===== src/rtl/aafp_pkg.sv =====
package aafp_pkg;

  localparam int unsigned MaxDigits = 16;
  localparam int unsigned DigitCountWidth = 6;

  localparam logic [7:0] ChYawEnd   = 8'h3B;
  localparam logic [7:0] ChPitchEnd = 8'h25;
  localparam logic [7:0] ChStartA   = 8'h2A;
  localparam logic [7:0] ChStartB   = 8'h23;
  localparam logic [7:0] ChZero     = 8'h30;

  localparam logic [15:0] YawOffsetReset   = 16'd36000;
  localparam logic [15:0] PitchOffsetReset = 16'd18000;

  localparam int unsigned CfgAddrWidth = 3;

  typedef enum logic {
    REG_YAW_OFFSET   = 1'b0,
    REG_PITCH_OFFSET = 1'b1
  } reg_idx_t;

  typedef enum logic {
    AXIS_YAW   = 1'b0,
    AXIS_PITCH = 1'b1
  } axis_t;

  typedef struct packed {
    logic [15:0] yaw_offset;
    logic [15:0] pitch_offset;
  } cfg_t;

  typedef struct packed {
    logic               valid;
    logic               axis;
    logic signed [31:0] angle;
  } res_t;

endpackage


===== src/rtl/aafp_cfg.sv =====
module aafp_cfg (
  input  logic                                clk,
  input  logic                                rst_n,
  input  logic                                psel,
  input  logic                                penable,
  input  logic                                pwrite,
  input  logic [aafp_pkg::CfgAddrWidth-1:0]   paddr,
  input  logic [31:0]                         pwdata,
  output logic [31:0]                         prdata,
  output logic                                pready,
  output aafp_pkg::cfg_t                      cfg
);
  import aafp_pkg::*;

  logic [15:0] yaw_offset_r;
  logic [15:0] pitch_offset_r;
  logic        wr_en;
  reg_idx_t    idx;

  // Registers are word aligned; the low address bits do not select anything.
  assign idx    = reg_idx_t'(paddr[2]);
  assign wr_en  = psel && penable && pwrite;
  assign pready = 1'b1;

  always_ff @(posedge clk) begin
    if (!rst_n) begin
      yaw_offset_r   <= YawOffsetReset;
      pitch_offset_r <= PitchOffsetReset;
    end else if (wr_en) begin
      unique case (idx)
        REG_YAW_OFFSET:   yaw_offset_r   <= pwdata[15:0];
        REG_PITCH_OFFSET: pitch_offset_r <= pwdata[15:0];
        default: ;
      endcase
    end
  end

  always_comb begin
    unique case (idx)
      REG_YAW_OFFSET:   prdata = {16'd0, yaw_offset_r};
      REG_PITCH_OFFSET: prdata = {16'd0, pitch_offset_r};
      default:          prdata = 32'd0;
    endcase
  end

  assign cfg.yaw_offset   = yaw_offset_r;
  assign cfg.pitch_offset = pitch_offset_r;

endmodule


===== src/rtl/aafp_parse.sv =====
module aafp_parse (
  input  logic           clk,
  input  logic           rst_n,
  input  logic           proc,
  input  logic [7:0]     rx_byte,
  input  logic           burst_start,
  input  aafp_pkg::cfg_t cfg,
  output aafp_pkg::res_t res
);
  import aafp_pkg::*;

  logic                       receiving_r, receiving_nxt;
  logic                       skip_r, skip_nxt;
  logic [DigitCountWidth-1:0] digit_count_r, digit_count_nxt;
  logic signed [31:0]         acc_r, acc_nxt;

  logic               skipping;
  logic               is_yaw_end;
  logic               is_pitch_end;
  logic               is_start;
  logic               do_fold;
  logic signed [8:0]  digit;
  logic signed [36:0] fold_sum;
  logic signed [31:0] fold_sat;
  logic signed [33:0] diff;
  logic signed [31:0] diff_sat;
  logic [15:0]        offset;

  assign is_yaw_end   = (rx_byte == ChYawEnd);
  assign is_pitch_end = (rx_byte == ChPitchEnd);
  assign is_start     = (rx_byte == ChStartA) || (rx_byte == ChStartB);
  assign skipping     = skip_r && !burst_start;
  assign do_fold      = receiving_r &&
                        (digit_count_r < DigitCountWidth'(MaxDigits));

  // value * 10 is formed as (value << 3) + (value << 1).
  assign digit    = $signed({1'b0, rx_byte}) - $signed({1'b0, ChZero});
  assign fold_sum = ($signed({{5{acc_r[31]}}, acc_r}) <<< 3) +
                    ($signed({{5{acc_r[31]}}, acc_r}) <<< 1) +
                    $signed({{28{digit[8]}}, digit});

  always_comb begin
    if (fold_sum[36:31] == 6'b000000 || fold_sum[36:31] == 6'b111111) begin
      fold_sat = fold_sum[31:0];
    end else if (fold_sum[36]) begin
      fold_sat = 32'sh8000_0000;
    end else begin
      fold_sat = 32'sh7FFF_FFFF;
    end
  end

  assign offset = is_pitch_end ? cfg.pitch_offset : cfg.yaw_offset;
  assign diff   = $signed({{2{acc_r[31]}}, acc_r}) - $signed({18'd0, offset});

  // Only the low side can overflow, since the offset is never negative.
  always_comb begin
    if (diff[33:31] == 3'b000 || diff[33:31] == 3'b111) begin
      diff_sat = diff[31:0];
    end else begin
      diff_sat = 32'sh8000_0000;
    end
  end

  always_comb begin
    receiving_nxt   = receiving_r;
    skip_nxt        = skip_r;
    digit_count_nxt = digit_count_r;
    acc_nxt         = acc_r;
    res.valid       = 1'b0;
    res.axis        = AXIS_YAW;
    res.angle       = diff_sat;
    if (proc) begin
      if (burst_start) begin
        skip_nxt = 1'b0;
      end
      if (!skipping) begin
        if (is_yaw_end || is_pitch_end) begin
          res.valid       = 1'b1;
          res.axis        = is_pitch_end ? AXIS_PITCH : AXIS_YAW;
          receiving_nxt   = 1'b0;
          digit_count_nxt = '0;
          acc_nxt         = '0;
          if (is_pitch_end) begin
            skip_nxt = 1'b1;
          end
        end else begin
          if (do_fold) begin
            acc_nxt         = fold_sat;
            digit_count_nxt = digit_count_r + 1'b1;
          end
          if (is_start) begin
            receiving_nxt = 1'b1;
          end
        end
      end
    end
  end

  always_ff @(posedge clk) begin
    if (!rst_n) begin
      receiving_r   <= 1'b0;
      skip_r        <= 1'b0;
      digit_count_r <= '0;
      acc_r         <= '0;
    end else begin
      receiving_r   <= receiving_nxt;
      skip_r        <= skip_nxt;
      digit_count_r <= digit_count_nxt;
      acc_r         <= acc_nxt;
    end
  end

  a_digit_count_bound: assert property (@(posedge clk) disable iff (!rst_n)
    digit_count_r <= DigitCountWidth'(MaxDigits))
    else $error("digit count ran past its limit");

  a_term_clears: assert property (@(posedge clk) disable iff (!rst_n)
    res.valid |=> (acc_r == 32'sd0) && (digit_count_r == '0) && !receiving_r)
    else $error("terminator did not clear the field state");

  a_pitch_skips: assert property (@(posedge clk) disable iff (!rst_n)
    (res.valid && res.axis == AXIS_PITCH) |=> skip_r)
    else $error("pitch terminator did not start skipping the burst");

  a_skip_silent: assert property (@(posedge clk) disable iff (!rst_n)
    (skip_r && !burst_start) |-> !res.valid)
    else $error("result produced inside a skipped burst");

endmodule


===== src/rtl/ascii_angle_frame_parser_top.sv =====
// Serial angle frame parser. Each accepted byte is registered, then folded
// into the running field value; a ';' or '%' byte outside a skipped burst
// yields one yaw or pitch result, registered in the output register. A new
// byte is taken every clock cycle unless in_stall is high; multiply-by-ten
// and add are combinational, and in_stall rises only when out_stall holds
// a result in the output register and the registered byte is waiting. The
// user must write offsets through the APB port (yaw at 0x0, pitch at 0x4)
// while no request is in flight; the block itself does not enforce this.
module ascii_angle_frame_parser_top (
  input  logic                              clk,
  input  logic                              rst_n,
  input  logic                              in_valid,
  output logic                              in_stall,
  input  logic [7:0]                        in_rx_byte,
  input  logic                              in_burst_start,
  output logic                              out_valid,
  input  logic                              out_stall,
  output logic                              out_axis,
  output logic signed [31:0]                out_angle_centideg,
  input  logic                              psel,
  input  logic                              penable,
  input  logic                              pwrite,
  input  logic [aafp_pkg::CfgAddrWidth-1:0] paddr,
  input  logic [31:0]                       pwdata,
  output logic [31:0]                       prdata,
  output logic                              pready
);
  import aafp_pkg::*;

  cfg_t cfg;
  res_t res;

  logic               s1_valid_r, s1_valid_nxt;
  logic [7:0]         s1_byte_r;
  logic               s1_first_r;
  logic               out_valid_r, out_valid_nxt;
  logic               out_axis_r;
  logic signed [31:0] out_angle_r;
  logic               out_blocked;
  logic               accept;
  logic               proc;

  assign out_blocked = out_valid_r && out_stall;
  assign in_stall    = s1_valid_r && out_blocked;
  assign accept      = in_valid && !in_stall;
  assign proc        = s1_valid_r && !out_blocked;

  aafp_cfg u_cfg (
    .clk     (clk),
    .rst_n   (rst_n),
    .psel    (psel),
    .penable (penable),
    .pwrite  (pwrite),
    .paddr   (paddr),
    .pwdata  (pwdata),
    .prdata  (prdata),
    .pready  (pready),
    .cfg     (cfg)
  );

  aafp_parse u_parse (
    .clk         (clk),
    .rst_n       (rst_n),
    .proc        (proc),
    .rx_byte     (s1_byte_r),
    .burst_start (s1_first_r),
    .cfg         (cfg),
    .res         (res)
  );

  always_comb begin
    if (accept) begin
      s1_valid_nxt = 1'b1;
    end else if (proc) begin
      s1_valid_nxt = 1'b0;
    end else begin
      s1_valid_nxt = s1_valid_r;
    end
  end

  always_comb begin
    if (res.valid) begin
      out_valid_nxt = 1'b1;
    end else if (!out_stall) begin
      out_valid_nxt = 1'b0;
    end else begin
      out_valid_nxt = out_valid_r;
    end
  end

  always_ff @(posedge clk) begin
    if (!rst_n) begin
      s1_valid_r  <= 1'b0;
      out_valid_r <= 1'b0;
    end else begin
      s1_valid_r  <= s1_valid_nxt;
      out_valid_r <= out_valid_nxt;
    end
  end

  always_ff @(posedge clk) begin
    if (accept) begin
      s1_byte_r  <= in_rx_byte;
      s1_first_r <= in_burst_start;
    end
    if (res.valid) begin
      out_axis_r  <= res.axis;
      out_angle_r <= res.angle;
    end
  end

  assign out_valid          = out_valid_r;
  assign out_axis           = out_axis_r;
  assign out_angle_centideg = out_angle_r;

  // A result may only be produced when the output register is free to take it.
  a_no_overwrite: assert property (@(posedge clk) disable iff (!rst_n)
    res.valid |-> !out_blocked)
    else $error("result overwrote a stalled output");

  a_stall_only_when_full: assert property (@(posedge clk) disable iff (!rst_n)
    in_stall |-> (s1_valid_r && out_valid_r))
    else $error("input stalled with room in the pipeline");

  a_item_advances: assert property (@(posedge clk) disable iff (!rst_n)
    (s1_valid_r && !out_stall && !accept) |=> !s1_valid_r)
    else $error("registered byte was not processed");

endmodule

===== config.mk =====
export PLATFORM = sky130hd
export DESIGN_NAME = ascii_angle_frame_parser_top
export DESIGN_NICKNAME = d
export VERILOG_FILES = /design/src/rtl/aafp_pkg.sv /design/src/rtl/aafp_cfg.sv /design/src/rtl/aafp_parse.sv /design/src/rtl/ascii_angle_frame_parser_top.sv
export SDC_FILE = /design/constraint.sdc
export NUM_CORES = 1
export LEC_CHECK = 0
export ABC_AREA = 1
export BUFFER_PORTS_ARGS = -buffer_cell sky130_fd_sc_hd__clkbuf_2
export CORE_MARGIN = 2
export CORE_UTILIZATION = 55
export CTS_BUF_LIST = sky130_fd_sc_hd__clkbuf_8
export DETAILED_ROUTE_END_ITERATION = 6
export PLACE_DENSITY = 0.77
export SLEW_MARGIN = 30
export SYNTH_ARGS = -nofsm -noshare
export SYNTH_HDL_FRONTEND = slang
export SYNTH_SLANG_ARGS = --single-unit
export TNS_END_PERCENT = 1

===== constraint.sdc =====
create_clock -name clk -period 6.7 [get_ports clk]
set_input_delay 0.335 -clock clk [delete_from_list [all_inputs] [get_ports clk]]
set_output_delay 0.335 -clock clk [all_outputs]
set_load 0.02 [all_outputs]

==> impl_results.md <==
* HPWL Detailed at 16400 µm
* Synthesized area at 9060 µm²
* Combinational power share at 0.144
* Clk Latency, worst-skew pair at between 0.4 and 0.5 ns
* Fmax at 0.200 GHz
* Simple-gate share of the synthesized area at 0.276
* Setup bufs post-CTS at 0
* #FFs+latches synth at 116
* CTS Hold Buffers Added at 0
* Initial Util at 0.566
* GRT Util Overall at 0.250
* Clock Pin Slew Worst Setup and Hold Paths at about 0.07 ns
* Adder-Cell Fraction of Synth Area at 0.149
* WS Path Type: flip-flop to flip-flop
* Maximum clock insertion buffer count at 2
* Die Ht at 132 µm
* Total number of vias at ~8300
* Rows at 46
* Multi-input logic area at between 5000 and 6000 µm²
* Worst-margin pin slew at 0.861 ns
* Crit path DAT at 5.32 ns
* Post-placement setup slack at 1.72 ns
* Xor/xnor cell area share of the yosys netlist at 0.0474
* Slew headroom at 0.425
* Largest family of logic cells by synthesized area: simple AND/OR/NAND/NOR gates
* I/O Buffers at 83
* P&R area growth vs syn at 9.95%
* Critical Path RT at around 7 ns
* Synth Area in Compound Gates at 0.120
* Endpoints failing setup at 0
* DRT antenna net count at 0
* Clock share of power at 0.395
* Sequential element share of the synthesized area at 0.303
* Slew Viols, Final at 0
* CTS tree: yes
* Cells after synthesis at 1286
* Cells after DPL at 1553
* Lkg Pwr at 0.00499 µW
* Final period util at 0.748
* Total of max-cap violations at 0
* CTS Root Cell: clkbuf_8
* Maximum vdd drop at slightly above 200 µV
* Nets at 1496
* Cell variety after synth at 39
* Worst setup margin at 1.69 ns
* Met1 Routed Length at 9790 µm
* Synth warn at 0
* Largest net degree at the start of global routing at 42
* Vias in the first global route at 7596
* First-pass GRT wire length at 36000 µm
* Register share of total power at 0.461
* Met2 WL at 10400 µm
* Core area at approximately 16000 µm²
* Min Tclk post-route at roughly 5 ns
* Share of layout cells above drive strength 1 at 0.111
* Max layer used: met4
* Hold Vio Cnt, Final at 0
* Startpoint Class: flip-flop
* Endpoint class of the critical path: flip-flop
* Post-cts resize count at 0
* Worst Skew at between 0.015 and 0.02 ns
* WL met3 at 921 µm
* GRT overflow at 0
* Pwr dens at 163 nW/µm²
* Clock buffer count from CTS at 17
* Clk sinks at 116
* Run status: completed
* Fill count at 1525
* Register Area at roughly 2700 µm²
* Die W at 132 µm
* Antenna violations before repair at 0
* Via density at 5.22
* Antenna Cells at 0
* CP max FO at 31
* Switching power total at between 400 and 500 µW
* IO Count at 119
* Pre-antenna DRT Iters at 5
* Power, Total at 1620 µW
* Int Pwr at about 1200 µW
* Mux cell area share after synthesis at 0
* Wire length after detailed routing at 21600 µm
* Hold Crit Class: input port to flip-flop
* H-Tree Depth at 4
* Iter 0 DRT Violations at around 500
* Gp weighted congestion at 0.929
* Die footprint at 17500 µm²
* RSZ-0062 raised after global routing: no
* Setup TNS at 0 ns
* Mean Syn Cell Area at 7.04 µm²
* Switching share of power at 0.291
* DRC Markers at 0
* Fin cells at approximately 1600
* Post-DR wirelength/cell at 13.6 µm
==> power by group through the flow <==
stage	combinational, µW	sequential (µW)	clock [µW]
2_1_floorplan	187	763	0
3_3_place_gp	225	764	0
3_5_place_dp	230	765	0
4_1_cts	232	749	650
5_1_grt	264	750	681
6_report	233	749	641
==> cell usage after synthesis (all sizes together) <==
| library cell | n | area (µm²) |
|---|---|---|
| o21bai | 5 | 37.5 |
| nand3 | 75 | 390 |
| a21boi | 2 | 15.0 |
| fa | 33 | 661 |
| conb | 2 | 7.51 |
| inv | 169 | 634 |
| or2 | 4 | 25.0 |
| nor2 | 115 | 442 |
| and3 | 5 | 31.3 |
| ha | 55 | 688 |
| nor3 | 16 | 85.1 |
| clkbuf | 21 | 78.8 |
| dfxtp | 74 | 1480 |
| a31oi | 7 | 43.8 |
| nand3b | 2 | 15.0 |
| xnor2 | 29 | 254 |
| buf | 30 | 223 |
| nand4 | 6 | 37.5 |
| o21ai | 77 | 385 |
| xor2 | 20 | 175 |
| edfxtp | 42 | 1260 |
| or4 | 1 | 7.51 |
| nand2 | 372 | 1430 |
| clkinv | 1 | 3.75 |
| nor4 | 5 | 37.5 |
| a21o | 4 | 30.0 |
| o21a | 1 | 7.51 |
| a21oi | 113 | 569 |
==> state kept, by name, indices dropped and copies added (netlist names) <==
signal / cells
s1_byte_r: 8
u_parse.skip_r: 1
s1_valid_r: 1
u_parse.acc_r: 32
u_cfg.pitch_offset_r: 16
out_angle_centideg: 32
u_parse.digit_count_r: 6
s1_first_r: 1
out_valid: 1
out_axis: 1
u_cfg.yaw_offset_r: 16
u_parse.receiving_r: 1
==> logic make-up after synthesis <==
| logic type | after synthesis |
|---|---|
| other | 2 |
| buffers and inverters | 221 |
| XOR/XNOR | 49 |
| AO/OA/AOI/OAI | 209 |
| AND/OR/NAND/NOR | 601 |
| adder cells (fa/ha/maj) | 88 |
| flip-flops | 116 |
==> worst max-delay path: stages, from the launching register on <==
cell and delay (ns):
edfxtp_1 0.46, ha_1 0.23, inv_1 0.07, nand2_1 0.12, inv_1 0.56, buf_4 0.38
fa_1 0.47, ha_1 0.37, nand2_1 0.12, nor2_1 0.17, nand3_1 0.10, nand3_1 0.15
nand2_1 0.07, nand2_1 0.13, nand2_1 0.12, nand2_1 0.10, nand2_1 0.05, nand2_1 0.05
nor2_1 0.05, nand2_2 0.08, nand3_2 0.58, nand3_1 0.32, a21oi_1 0.09
==> metrics by stage <==
step	hold WS (ns)	util	instance area, µm²
5_1_grt	0.0334	0.622	9960
4_1_cts	0.0342	0.620	9930
3_3_place_gp	0.432	0.596	9540
3_5_place_dp	0.439	0.596	9540
6_report	0.0655	0.622	9960
2_1_floorplan	0.418	-	9110
==> final timing paths <==
path | start | to | slack [ns] | cells past startpoint
worst min-delay path | in_burst_start | s1_first_r$_DFFE_PP_ | 0.07 | 1
worst min register to register | u_parse.digit_count_r[5]$_SDFFE_PN0P_ | u_parse.digit_count_r[5]$_SDFFE_PN0P_ | 0.45 | 2
worst max register to register | s1_byte_r[4]$_DFFE_PP_ | u_parse.acc_r[16]$_SDFFE_PN0P_ | 1.69 | 22
worst max-delay path | s1_byte_r[4]$_DFFE_PP_ | u_parse.acc_r[16]$_SDFFE_PN0P_ | 1.69 | 22
==> cell usage in the layout (no fill, tap or decap), types with 33 or more instances in the layout <==
master and n:
fa_1 33, clkbuf_2 83, ha_1 55, dfxtp_1 74
inv_1 168, o21ai_0 75, edfxtp_1 42, nand3_1 72
nand2_1 359, nor2_1 108, a21oi_1 112
==> routing by layer <==
layer	global-route usage	vias to the layer above
met1	0.323	3827
met2	0.427	176
met3	0.0446	35
met5	0	-
met4	0.0777	0
li1	-	4238
==> area by class of cell <==
cell class / count / area share
well taps: 216 / 0.0271
flip-flops and latches: 116 / 0.275
clock buffers: 17 / 0.0235
multi-input cells: 964 / 0.547
repair buffers: 88 / 0.0475
clock inverters: 15 / 0.0156
inverters: 170 / 0.0642
No activity file was read; power rests on OpenSTA's default activity.
